===== config.mk =====
export PLATFORM = sky130hd
export DESIGN_NAME = rc_throttle_failsafe_curve
export DESIGN_NICKNAME = d
export VERILOG_FILES = /design/src/sv/rtf_pkg.sv /design/src/sv/rtf_ctrl.sv /design/src/sv/rtf_datapath.sv /design/src/sv/rc_throttle_failsafe_curve.sv
export SDC_FILE = /design/constraint.sdc
export NUM_CORES = 1
export LEC_CHECK = 0
export ABC_AREA = 1
export BUFFER_PORTS_ARGS = -buffer_cell sky130_fd_sc_hd__buf_2
export CAP_MARGIN = 20
export CORE_ASPECT_RATIO = 0.7
export CORE_MARGIN = 2
export CORE_UTILIZATION = 55
export DETAILED_ROUTE_END_ITERATION = 7
export GPL_TIMING_DRIVEN = 0
export PLACE_DENSITY = 0.75
export RECOVER_POWER = 50
export SETUP_SLACK_MARGIN = 0.05
export SLEW_MARGIN = 25
export SYNTH_ARGS = -nofsm -noshare
export SYNTH_HDL_FRONTEND = slang
export SYNTH_HIERARCHICAL = 1
export SYNTH_SLANG_ARGS = --single-unit

===== constraint.sdc =====
create_clock -name clk_i -period 11.3 [get_ports clk_i]
set_clock_uncertainty 0.15 [all_clocks]
set_input_delay 0.565 -clock clk_i [delete_from_list [all_inputs] [get_ports clk_i]]
set_output_delay 0.565 -clock clk_i [all_outputs]
set_load 0.01 [all_outputs]

===== src/sv/rtf_pkg.sv =====
// Package for the throttle failsafe curve block: constants, codes and control structs.
`default_nettype none
package rtf_pkg;

  // Frame header bytes
  localparam logic [7:0] HdrA     = 8'h10;
  localparam logic [7:0] HdrB     = 8'h47;
  localparam logic [7:0] HdrTrail = 8'hFF;

  // Speed code landmarks
  localparam logic [7:0] DeadHigh = 8'd134;
  localparam logic [7:0] SpeedTop = 8'd254;
  localparam logic [7:0] Neutral  = 8'd127;

  // Register reset values
  localparam logic [7:0] MissLimitRst = 8'd100;
  localparam logic [7:0] RevThrRst    = 8'd34;

  // Pulse widths in us
  localparam int unsigned PulseW = 11;
  localparam logic [PulseW-1:0] PulseMin = 11'd1000;
  localparam logic [PulseW-1:0] PulseMid = 11'd1500;
  localparam logic [PulseW-1:0] PulseMax = 11'd2000;

  // Curve datapath: d is at most 495 on the cubic branch, cube below 2^27
  localparam int unsigned DW      = 9;
  localparam int unsigned MulAW   = 27;
  localparam int unsigned MulBW   = 28;
  localparam int unsigned ProdW   = MulAW + MulBW;
  // floor(cube / 250000) == (cube * Recip) >> RecipShift for every cube < 2^27
  localparam logic [MulBW-1:0] Recip = 28'd140737489;
  localparam int unsigned RecipShift = 45;

  // Configuration register indexes
  localparam logic CfgMissLimit = 1'b0;
  localparam logic CfgRevThr    = 1'b1;

  // Operand select of the shared multiplier
  typedef enum logic [1:0] {
    MUL_SQ,  // d * d
    MUL_CU,  // d^2 * d
    MUL_RC   // cube * reciprocal of 250000
  } mul_sel_e;

  typedef struct packed {
    logic     accept;
    logic     mul_en;
    mul_sel_e mul_sel;
    logic     out_load;
  } cmd_t;

  typedef struct packed {
    logic curve;  // speed held after this transaction needs the cubic curve
  } status_t;

endpackage
`default_nettype wire


===== src/sv/rtf_ctrl.sv =====
// Sequencer for the throttle failsafe curve block: handshakes and multiplier passes.
`default_nettype none
module rtf_ctrl (
  input  wire logic           clk_i,
  input  wire logic           rst_ni,
  input  wire logic           in_valid_i,
  output logic                in_ready_o,
  output logic                out_valid_o,
  input  wire logic           out_ready_i,
  input  wire rtf_pkg::status_t status_i,
  output rtf_pkg::cmd_t       cmd_o
);

  localparam logic [2:0] S_IDLE = 3'd0;
  localparam logic [2:0] S_SQ   = 3'd1;
  localparam logic [2:0] S_CU   = 3'd2;
  localparam logic [2:0] S_RC   = 3'd3;
  localparam logic [2:0] S_FIN  = 3'd4;

  logic [2:0] state_q, state_d;
  logic       out_valid_q, out_valid_d;
  logic       out_free;

  // Output register can take a new result when empty or being drained
  assign out_free = !out_valid_q || out_ready_i;

  // Next state and commands
  always_comb begin
    state_d          = state_q;
    in_ready_o       = 1'b0;
    cmd_o.accept     = 1'b0;
    cmd_o.mul_en     = 1'b0;
    cmd_o.mul_sel    = rtf_pkg::MUL_SQ;
    cmd_o.out_load   = 1'b0;
    unique case (state_q)
      S_IDLE: begin
        in_ready_o = 1'b1;
        if (in_valid_i) begin
          cmd_o.accept = 1'b1;
          state_d      = status_i.curve ? S_SQ : S_FIN;
        end
      end
      S_SQ: begin
        cmd_o.mul_en  = 1'b1;
        cmd_o.mul_sel = rtf_pkg::MUL_SQ;
        state_d       = S_CU;
      end
      S_CU: begin
        cmd_o.mul_en  = 1'b1;
        cmd_o.mul_sel = rtf_pkg::MUL_CU;
        state_d       = S_RC;
      end
      S_RC: begin
        cmd_o.mul_en  = 1'b1;
        cmd_o.mul_sel = rtf_pkg::MUL_RC;
        state_d       = S_FIN;
      end
      S_FIN: begin
        if (out_free) begin
          cmd_o.out_load = 1'b1;
          state_d        = S_IDLE;
        end
      end
      default: begin
        state_d = S_IDLE;
      end
    endcase
  end

  // Output valid flag
  always_comb begin
    priority if (cmd_o.out_load) begin
      out_valid_d = 1'b1;
    end else if (out_ready_i) begin
      out_valid_d = 1'b0;
    end else begin
      out_valid_d = out_valid_q;
    end
  end

  always_ff @(posedge clk_i or negedge rst_ni) begin
    if (!rst_ni) begin
      state_q     <= S_IDLE;
      out_valid_q <= 1'b0;
    end else begin
      state_q     <= state_d;
      out_valid_q <= out_valid_d;
    end
  end

  assign out_valid_o = out_valid_q;

  // Checks
  a_accept_leaves_idle: assert property (@(posedge clk_i) disable iff (!rst_ni)
    (in_valid_i && in_ready_o) |=> (state_q != S_IDLE))
    else $error("accepted transaction did not start work");

  a_load_sets_valid: assert property (@(posedge clk_i) disable iff (!rst_ni)
    cmd_o.out_load |=> out_valid_o)
    else $error("loaded result not presented");

  a_fin_progress: assert property (@(posedge clk_i) disable iff (!rst_ni)
    (state_q == S_FIN && out_free) |=> (state_q == S_IDLE))
    else $error("finished result not handed to the output register");

endmodule
`default_nettype wire


===== src/sv/rtf_datapath.sv =====
// Datapath for the throttle failsafe curve block: config, failsafe state, cube and pulse.
`default_nettype none
module rtf_datapath (
  input  wire logic             clk_i,
  input  wire logic             rst_ni,
  input  wire logic             cfg_valid_i,
  input  wire logic             cfg_index_i,
  input  wire logic [7:0]       cfg_data_i,
  input  wire logic             func_i,
  input  wire logic [7:0]       header_a_i,
  input  wire logic [7:0]       speed_code_i,
  input  wire logic [7:0]       header_b_i,
  input  wire logic [7:0]       trailer_i,
  input  wire rtf_pkg::cmd_t    cmd_i,
  output rtf_pkg::status_t      status_o,
  output logic [rtf_pkg::PulseW-1:0] pulse_us_o,
  output logic                  frame_ok_o,
  output logic                  failsafe_o,
  output logic [7:0]            speed_now_o
);

  localparam logic [1:0] CLS_MIN  = 2'd0;
  localparam logic [1:0] CLS_MID  = 2'd1;
  localparam logic [1:0] CLS_CUBE = 2'd2;
  localparam logic [1:0] CLS_MAX  = 2'd3;

  logic [7:0] miss_limit_q, rev_thr_q;
  logic [7:0] miss_q, miss_d;
  logic [7:0] held_q, held_d;
  logic       ok, trip;
  logic [8:0] miss_next;
  logic [1:0] cls_d, cls_q;
  logic [7:0] x;
  logic [11:0] x25;
  logic [24:0] x25r;
  logic [rtf_pkg::DW-1:0] d_d, d_q;
  logic       ok_q, fs_q;
  logic [rtf_pkg::MulAW-1:0] mul_a;
  logic [rtf_pkg::MulBW-1:0] mul_b;
  logic [rtf_pkg::ProdW-1:0] mul_p, prod_q;
  logic [rtf_pkg::PulseW-1:0] pulse_d, pulse_q;
  logic       frame_ok_q, failsafe_q;
  logic [7:0] speed_now_q;

  // Configuration registers
  always_ff @(posedge clk_i or negedge rst_ni) begin
    if (!rst_ni) begin
      miss_limit_q <= rtf_pkg::MissLimitRst;
      rev_thr_q    <= rtf_pkg::RevThrRst;
    end else if (cfg_valid_i) begin
      unique case (cfg_index_i)
        rtf_pkg::CfgMissLimit: miss_limit_q <= cfg_data_i;
        rtf_pkg::CfgRevThr:    rev_thr_q    <= cfg_data_i;
        default: ;
      endcase
    end
  end

  // Frame check and miss counting
  assign ok = func_i && (header_a_i == rtf_pkg::HdrA) && (header_b_i == rtf_pkg::HdrB)
              && (trailer_i == rtf_pkg::HdrTrail);
  assign miss_next = {1'b0, miss_q} + 9'd1;
  assign trip      = !ok && (miss_next > {1'b0, miss_limit_q});

  always_comb begin
    priority if (ok) begin
      held_d = speed_code_i;
      miss_d = '0;
    end else if (trip) begin
      held_d = rtf_pkg::Neutral;
      miss_d = '0;
    end else begin
      held_d = held_q;
      miss_d = miss_next[7:0];
    end
  end

  // Pulse region of the new held speed
  always_comb begin
    priority if (held_d < rev_thr_q) begin
      cls_d = CLS_MIN;
    end else if (held_d <= rtf_pkg::DeadHigh) begin
      cls_d = CLS_MID;
    end else if (held_d >= rtf_pkg::SpeedTop) begin
      cls_d = CLS_MAX;
    end else begin
      cls_d = CLS_CUBE;
    end
  end

  // d = floor((s - 134) * 25 / 6); the /6 is a reciprocal multiply, exact below 3025
  assign x    = held_d - rtf_pkg::DeadHigh;
  assign x25  = {5'b0, x[6:0]} * 12'd25;
  assign x25r = {13'b0, x25} * 25'd10923;
  assign d_d  = x25r[24:16];

  assign status_o.curve = (cls_d == CLS_CUBE);

  // State and per-transaction registers
  always_ff @(posedge clk_i or negedge rst_ni) begin
    if (!rst_ni) begin
      miss_q <= '0;
      held_q <= rtf_pkg::Neutral;
      cls_q  <= CLS_MID;
      d_q    <= '0;
    end else if (cmd_i.accept) begin
      miss_q <= miss_d;
      held_q <= held_d;
      cls_q  <= cls_d;
      d_q    <= d_d;
    end
  end

  always_ff @(posedge clk_i) begin
    if (cmd_i.accept) begin
      ok_q <= ok;
      fs_q <= trip;
    end
  end

  // Shared multiplier: d^2, d^3, then d^3 / 250000
  always_comb begin
    unique case (cmd_i.mul_sel)
      rtf_pkg::MUL_SQ: begin
        mul_a = rtf_pkg::MulAW'(d_q);
        mul_b = rtf_pkg::MulBW'(d_q);
      end
      rtf_pkg::MUL_CU: begin
        mul_a = rtf_pkg::MulAW'(prod_q[17:0]);
        mul_b = rtf_pkg::MulBW'(d_q);
      end
      rtf_pkg::MUL_RC: begin
        mul_a = prod_q[rtf_pkg::MulAW-1:0];
        mul_b = rtf_pkg::Recip;
      end
      default: begin
        mul_a = '0;
        mul_b = '0;
      end
    endcase
  end

  assign mul_p = rtf_pkg::ProdW'(mul_a) * rtf_pkg::ProdW'(mul_b);

  always_ff @(posedge clk_i) begin
    if (cmd_i.mul_en) begin
      prod_q <= mul_p;
    end
  end

  // Pulse width; the cubic branch stays below 2000 since d is at most 495
  always_comb begin
    unique case (cls_q)
      CLS_MIN:  pulse_d = rtf_pkg::PulseMin;
      CLS_MID:  pulse_d = rtf_pkg::PulseMid;
      CLS_MAX:  pulse_d = rtf_pkg::PulseMax;
      CLS_CUBE: pulse_d = rtf_pkg::PulseMid
                          + rtf_pkg::PulseW'(prod_q[rtf_pkg::ProdW-1:rtf_pkg::RecipShift]);
      default:  pulse_d = rtf_pkg::PulseMid;
    endcase
  end

  // Output register
  always_ff @(posedge clk_i) begin
    if (cmd_i.out_load) begin
      pulse_q     <= pulse_d;
      frame_ok_q  <= ok_q;
      failsafe_q  <= fs_q;
      speed_now_q <= held_q;
    end
  end

  assign pulse_us_o  = pulse_q;
  assign frame_ok_o  = frame_ok_q;
  assign failsafe_o  = failsafe_q;
  assign speed_now_o = speed_now_q;

  // Checks
  a_cube_range: assert property (@(posedge clk_i) disable iff (!rst_ni)
    (cls_q == CLS_CUBE) |-> (d_q < 9'd500))
    else $error("cubic branch with offset out of range");

  a_pulse_range: assert property (@(posedge clk_i) disable iff (!rst_ni)
    cmd_i.out_load |=> (pulse_q >= rtf_pkg::PulseMin && pulse_q <= rtf_pkg::PulseMax))
    else $error("pulse width out of range");

  a_trip_neutral: assert property (@(posedge clk_i) disable iff (!rst_ni)
    (cmd_i.accept && trip) |=> (held_q == rtf_pkg::Neutral && miss_q == '0))
    else $error("failsafe did not return to neutral");

endmodule
`default_nettype wire


===== src/sv/rc_throttle_failsafe_curve.sv =====
// Top level of the RC receive failsafe with cubic throttle curve.
// Each input transaction is one receive window; the block checks the frame header, counts
// missed windows, drops to neutral speed once the count passes miss_limit, and returns one
// result with the ESC pulse width for the held speed. A window whose held speed lands in the
// reverse, deadzone or full-throttle region goes straight from acceptance to its last step,
// which loads the output register once it is free; the input is ready again after that load.
// One on the cubic part of the curve first makes three passes through a single shared
// multiplier (d*d, d^2*d, and a reciprocal multiply for the divide by 250000). The next
// window is accepted once the result is in the output register, even if it has not been
// taken yet; it then waits in its last step until the register drains. Configuration
// writes are always accepted.
`default_nettype none
module rc_throttle_failsafe_curve (
  input  wire logic        clk_i,
  input  wire logic        rst_ni,
  input  wire logic        cfg_valid_i,
  output logic             cfg_ready_o,
  input  wire logic        cfg_index_i,
  input  wire logic [7:0]  cfg_data_i,
  input  wire logic        in_valid_i,
  output logic             in_ready_o,
  input  wire logic        func_i,
  input  wire logic [7:0]  header_a_i,
  input  wire logic [7:0]  speed_code_i,
  input  wire logic [7:0]  header_b_i,
  input  wire logic [7:0]  trailer_i,
  output logic             out_valid_o,
  input  wire logic        out_ready_i,
  output logic [10:0]      pulse_us_o,
  output logic             frame_ok_o,
  output logic             failsafe_o,
  output logic [7:0]       speed_now_o
);

  rtf_pkg::cmd_t    cmd;
  rtf_pkg::status_t status;

  assign cfg_ready_o = 1'b1;

  rtf_ctrl u_ctrl (
    .clk_i       (clk_i),
    .rst_ni      (rst_ni),
    .in_valid_i  (in_valid_i),
    .in_ready_o  (in_ready_o),
    .out_valid_o (out_valid_o),
    .out_ready_i (out_ready_i),
    .status_i    (status),
    .cmd_o       (cmd)
  );

  rtf_datapath u_datapath (
    .clk_i        (clk_i),
    .rst_ni       (rst_ni),
    .cfg_valid_i  (cfg_valid_i),
    .cfg_index_i  (cfg_index_i),
    .cfg_data_i   (cfg_data_i),
    .func_i       (func_i),
    .header_a_i   (header_a_i),
    .speed_code_i (speed_code_i),
    .header_b_i   (header_b_i),
    .trailer_i    (trailer_i),
    .cmd_i        (cmd),
    .status_o     (status),
    .pulse_us_o   (pulse_us_o),
    .frame_ok_o   (frame_ok_o),
    .failsafe_o   (failsafe_o),
    .speed_now_o  (speed_now_o)
  );

endmodule
`default_nettype wire


==> run metrics, run 1 <==
status=complete, but fails checks; failing checks=max-capacitance violations, max-slew violations; Post-synth ARST share=0.4393; Clock Latency Late Sink=between 0.3 and 0.4 ns; Die Area=0.04657 mm2; hpwl dp=58590 um; Vias=between 15000 and 20000; Yosys top cell area share=0.3540; core area=0.04396 mm2; cts-stage hold buffer count=0; H-tree depth=3; Std-Cell Rows=64; Reg clk slew, reported paths=approximately 0.080 ns; final setup fails=0; nets=roughly 3800; via count of the first global-routing pass=about 20000; die width=around 260 um; Resized cells post-CTS=0; Area contributors post-synth=fa_1 (35%), ha_1 (19%), inv_1 (13%); HP Class=in2reg; Post-CTS Setup Inserts=0; Syn-to-layout area delta=6.064%; MaxCap Viol Count=1; WL final=approximately 66000 um; CP max-delay cell=fa_1; Clock Sink Count=107; die span in y=around 180 um; Area after DPL=0.02593 mm2; Worst slew margin=-0.7191; Tmin final=approximately 10 ns; fraction of layout cells with a size suffix above 1=0.04527; synth unique cells=54; Ports=slightly above 70; Warnings, synthesis=6; Final ANT Viol Nets=0; PortBufs=69; number of flops mapped to enable cells by yosys=60; #FFs+latches synth=~110; Final Hold Violating Endpoints=0; TNS Setup=0 ns; CP max stage delay=~0.60 ns; most frequent CP cell=nand2_1; Final Wtd Congestion=~1; Setup crit end kind=flip-flop; starting density of the core=0.5608; Required @ worst endpoint=about 11 ns; # diodes=0; Remaining DRCs=0; Startpoint Class=flip-flop; first-pass GRT wire length=approximately 110000 um; arrival time worst endpoint=between 10 and 15 ns; CTS Root Cell=clkbuf_16; Tcrit/Tclk final=0.9154; maximum clock rate=~97 MHz; number of buffers created by CTS=9; Avg Synthesized Cell Area=slightly below 9 um2; largest net degree at the start of global routing=48; DR pass1 iterations=5; Vias/cell=~5.3; WL/cell=approximately 19 um; CP max FO=7; Crit Path Category=reg2reg; Yosys top cell by area=fa_1; Remaining Overflow, GRT=0; 1st-iter DRT viols=around 1800; initial antenna violation count=1; fin area=~0.026 mm2; max-slew violation count=48; Total GRT Usage=0.2985; maximum clock path buffer count=2; dominant synthesized flop cell=edfxtp_1; unrepaired setup endpoints after global routing=false; Seq/Total Area, Yosys=0.1214; post-synthesis instance total=approximately 2800; CTS tree=done; actual slew at the worst max-slew pin=roughly 2.6 ns; Syn Std Cell Area=~0.025 mm2
[through the flow]
stage | hold slack, ns | instances | util | setup slack [ns]
4_1_cts | 0.2514 | 3532 | 0.5963 | 0.9727
3_3_place_gp | 0.2669 | 3514 | 0.5885 | 1.292
6_report | 0.2718 | 3532 | 0.5949 | 0.9561
2_1_floorplan | 0.1194 | 2851 | - | 2.200
3_5_place_dp | 0.2626 | 3516 | 0.5899 | 1.053
5_1_grt | 0.2661 | 3532 | 0.5949 | 0.2111
[placed cells by master (no fill, tap or decap), drive strengths merged, types with 10 or more instances in the layout]
cell | Yosys | final
ha | 375 | 375
edfxtp | 60 | 60
clkbuf | 20 | 49
a21oi | 105 | 105
nand3 | 57 | 57
inv | 860 | 862
xor2 | 33 | 33
nand4 | 12 | 12
or2 | 10 | 10
o21ai | 100 | 100
conb | 3 | 37
buf | 5 | 57
dfrtp | 34 | 34
nor3 | 16 | 16
nor2 | 182 | 182
fa | 436 | 436
nand2 | 407 | 407
xnor2 | 17 | 17
a31oi | 10 | 10
dfstp | 13 | 13
[layer usage]
metal	vias up	global-route usage	share of wire
met1	9114	0.4374	0.45
met4	0	0.05302	0.017
met3	84	0.1243	0.14
li1	8653	-	-
met5	-	0	0
met2	863	0.4153	0.39
[area by class of cell]
| cell class | instances | area, um2 |
|---|---|---|
| clock inverter | 6 | 51.30 |
| multi-input combinational | 1854 | 18420 |
| buffer | 25 | 113.9 |
| tap | 594 | 743.2 |
| inverter | 865 | 3247 |
| fill | 3825 | 17810 |
| sequential | 107 | 2994 |
| timing repair buffer | 71 | 354.1 |
| clock buffer | 10 | 229.0 |
[cell usage after synthesis, drive strengths merged (5+ instances only)]
library cell  count
clkbuf           20
nand2           407
buf               5
a21oi           105
o21a              7
fa              436
inv             860
nor4              8
dfstp            13
xnor2            17
o22ai             8
nand3            57
or2              10
a31oi            10
o31ai             5
clkinv            5
o211ai            5
nand4            12
nor2            182
nor3             16
dfrtp            34
edfxtp           60
ha              375
o21ai           100
xor2             33
[critical path: cells and delay by family, from the launching register on]
kind / cells / cell delay, ns
AOI/OAI and AO/OA: 9 / 1.29
xor gates and xnor gates: 3 / 0.67
adders and majority gates: 11 / 4.17
buffers and inverters: 7 / 0.62
DFF: 1 / 0.44
and+or+nand+nor: 23 / 2.83
[flip-flops by register name, summed over array words and instances (netlist names), 2 cells and up]
name / flops
u_datapath/pulse_us_o: 11
u_datapath/miss_limit_q: 8
u_datapath/speed_now_o: 8
u_datapath/prod_q: 37
u_datapath/miss_q: 8
u_datapath/d_q: 9
u_datapath/rev_thr_q: 8
u_datapath/held_q: 8
u_datapath/cls_q: 2
u_ctrl/state_q: 3
[final timing paths]
kind                                      start                       to  slack [ns]  depth (start not counted)
max in group asynchronous                rst_ni        u_datapath/d_q[0]        8.69                          1
max reg2reg                u_datapath/miss_q[2]        u_datapath/d_q[4]        0.96                         53
min in group asynchronous                rst_ni  u_datapath/rev_thr_q[6]        0.83                          1
min reg2reg                     u_datapath/ok_q    u_datapath/frame_ok_o        0.28                          0
min                                 out_ready_i       u_ctrl/out_valid_o        0.27                          2
max                        u_datapath/miss_q[2]        u_datapath/d_q[4]        0.96                         53
[kinds of logic (layout without fill, tap and decap cells)]
group                    count (synthesis)  in the layout  share of synthesized area
buffers and inverters                  890            977                     0.1363
adder cells (fa/ha/maj)                811            811                     0.5443
AND/OR/NAND/NOR                        698            698                     0.1209
AO/OA/AOI/OAI                          258            258                    0.05856
flip-flops                             107            107                     0.1214
XOR/XNOR                                50             50                    0.01807
other                                    3             37                  0.0004567
Power of run 1 is left out: the tool's default activity adds up to more than one toggle a clock period on the data nets, which glitch-free logic cannot reach.
==> run 2, diff against run 1 <==
PLACE_DENSITY = default   (was 0.75)
PLACE_DENSITY_LB_ADDON = 0.15   (was default)
clock period = 12.9 ns   (was 11.3 ns; I/O delays follow)
==> run 2 against run 1 <==
  * The flow now finishes without violations
  * Utilization increased by 0.11 points
  * Register-to-register slack improved by 1.3 ns
  * Clock-buffer cell count decreased by 1
  * Final area increased by 0.19%
  * Cell count about the same
  * Non-clock buffer count increased by 1
  * Maximum frequency decreased by 2.4%
  * First-iteration DRC count decreased by 14%
  * Highest routed layer unchanged
==> run metrics, run 2 (same netlist as run 1, synthesis figures left out) <==
met3 wire len=7809 um (-14%); Filler cells=3874 (+1.3%); Std-Cell Rows=64 (unchanged); commonest non-fill, non-tap cell in the layout=inv_1; initial antenna violation count=0 (-1); Crit path depth=51 (-3.8%); MaxCap Viol Count=0 (-1); R2R setup slack=2.31 ns (+1.35 ns); fraction of layout cells with a size suffix above 1=0.04525 (about the same); WL final=65130 um (-0.61%); Hold WS=0.2853 ns (+0.01349 ns); highest metal used=met4; largest net degree at the start of global routing=26 (-46%); worst r2r src=u_datapath/miss_q[2]; WL met1=31080 um (+4.4%); CP max-delay cell=fa_1; Vias/cell=5.237 (-1.2%); most frequent CP cell=nand2_1; final setup fails=0 (unchanged); max reg flops=37 (unchanged); Tcrit/Tclk final=0.8213 (-0.09409); Total GRT Usage=0.2967 (-0.001735); Clock Sink Count=107 (unchanged); CP max stage delay=0.58 ns (-0.02 ns); actual slew at the worst max-slew pin=1.408 ns (-1.170 ns); delay-heaviest family, CP=adder cells; Setup crit end kind=flip-flop; Biggest register=u_datapath/prod_q; commonest non-fill, non-tap cells in the layout=inv_1 (856), fa_1 (436), nand2_1 (387), ha_1 (375), nor2_1 (175); PortBufs=69 (unchanged); Clock Latency Late Sink=0.38 ns (about the same); status=finished clean; 1st-iter DRT viols=1542 (-14%); # diodes=0 (unchanged); starting density of the core=0.5608 (unchanged); Reg clk slew, reported paths=0.09 ns (about the same); maximum clock rate=94.39 MHz (-2.4%); Final Hold Violating Endpoints=0 (unchanged); number of stages on the worst hold path=0 (-2); HP Class=reg2reg; share of the core filled with cells=0.5960 (+0.001138); worst setup path end=u_datapath/d_q[7]; Reg2Reg Depth=51 (-3.8%); TNS Setup=0 ns (unchanged); cts-stage hold buffer count=0 (unchanged); Die Area=0.04657 mm2 (unchanged); Worst slew margin=0.06115 (+0.7803); Syn-to-layout area delta=6.267%; maximum clock path buffer count=2 (unchanged); DR pass1 iterations=6 (+1); DR WL met2=25420 um (-0.81%); Vias=18500 (-1.1%); Worst Setup SP=u_datapath/miss_q[2]; Resized cells post-CTS=0 (unchanged); unrepaired setup endpoints after global routing=false; CP max FO=7 (unchanged); Final ANT Viol Nets=0 (unchanged); CTS Root Cell=clkbuf_16; Post-CTS Setup Inserts=0 (unchanged); die span in y=181.1 um (unchanged); hpwl dp=58510 um (-0.14%); die width=257.1 um (unchanged); WL/cell=18.43 um (-0.64%); Startpoint Class=flip-flop; number of buffers created by CTS=9 (unchanged); CTS tree=done; Ports=71 (unchanged); H-tree depth=3 (unchanged); Final Wtd Congestion=0.9851 (-2.2%); core area=0.04396 mm2 (unchanged); via count of the first global-routing pass=19360 (-2.7%); first-pass GRT wire length=106200 um (-0.29%); Multi-input gate area=0.01842 mm2 (unchanged); arrival time worst endpoint=10.68 ns (+0.24 ns); max-slew violation count=0 (-100%); Tmin final=10.59 ns (+0.2509 ns); register area=0.002994 mm2 (unchanged); Required @ worst endpoint=12.99 ns (+1.60 ns); buffers plus inverters on the worst setup path=7 (unchanged); Remaining DRCs=0 (unchanged); nets=3792 (+0.026%); Crit Path Category=reg2reg; R2R Path End=u_datapath/d_q[7]; Remaining Overflow, GRT=0 (unchanged)
[run 2: routing by layer]
| metal | GRT usage | vias up |
|---|---|---|
| li1 | - | 8660 |
| met1 | 0.4681 | 9039 |
| met2 | 0.4066 | 743 |
| met3 | 0.08432 | 60 |
| met4 | 0.04744 | 0 |
| met5 | 0 | - |
[run 2: worst min-delay path by stage]
stage	startpoint	end
CTS	rst_ni	u_datapath/miss_q[7]
detailed placement	u_datapath/ok_q	u_datapath/frame_ok_o
global route	u_datapath/ok_q	u_datapath/frame_ok_o
finish	u_datapath/ok_q	u_datapath/frame_ok_o
floorplan	rst_ni	u_ctrl/out_valid_o
global placement	u_datapath/ok_q	u_datapath/frame_ok_o
[run 2: metrics by stage]
step	worst slack (ns)	area, um2	std cells
floorplan	3.800	24780	2851
global placement	2.583	25870	3514
detailed placement	2.463	25950	3517
CTS	2.377	26280	3533
global route	1.545	26200	3533
finish	2.305	26200	3533
[run 2: cell type report]
type | count | share of cell area
multi-input cells | 1854 | 0.7030
inverters | 865 | 0.1239
flip-flops and latches | 107 | 0.1143
well taps | 594 | 0.02837
repair buffers | 72 | 0.01371
clock buffers | 9 | 0.008596
plain buffers | 25 | 0.004346
clock inverters | 7 | 0.003820
Power of run 2 is left out for the same reason.
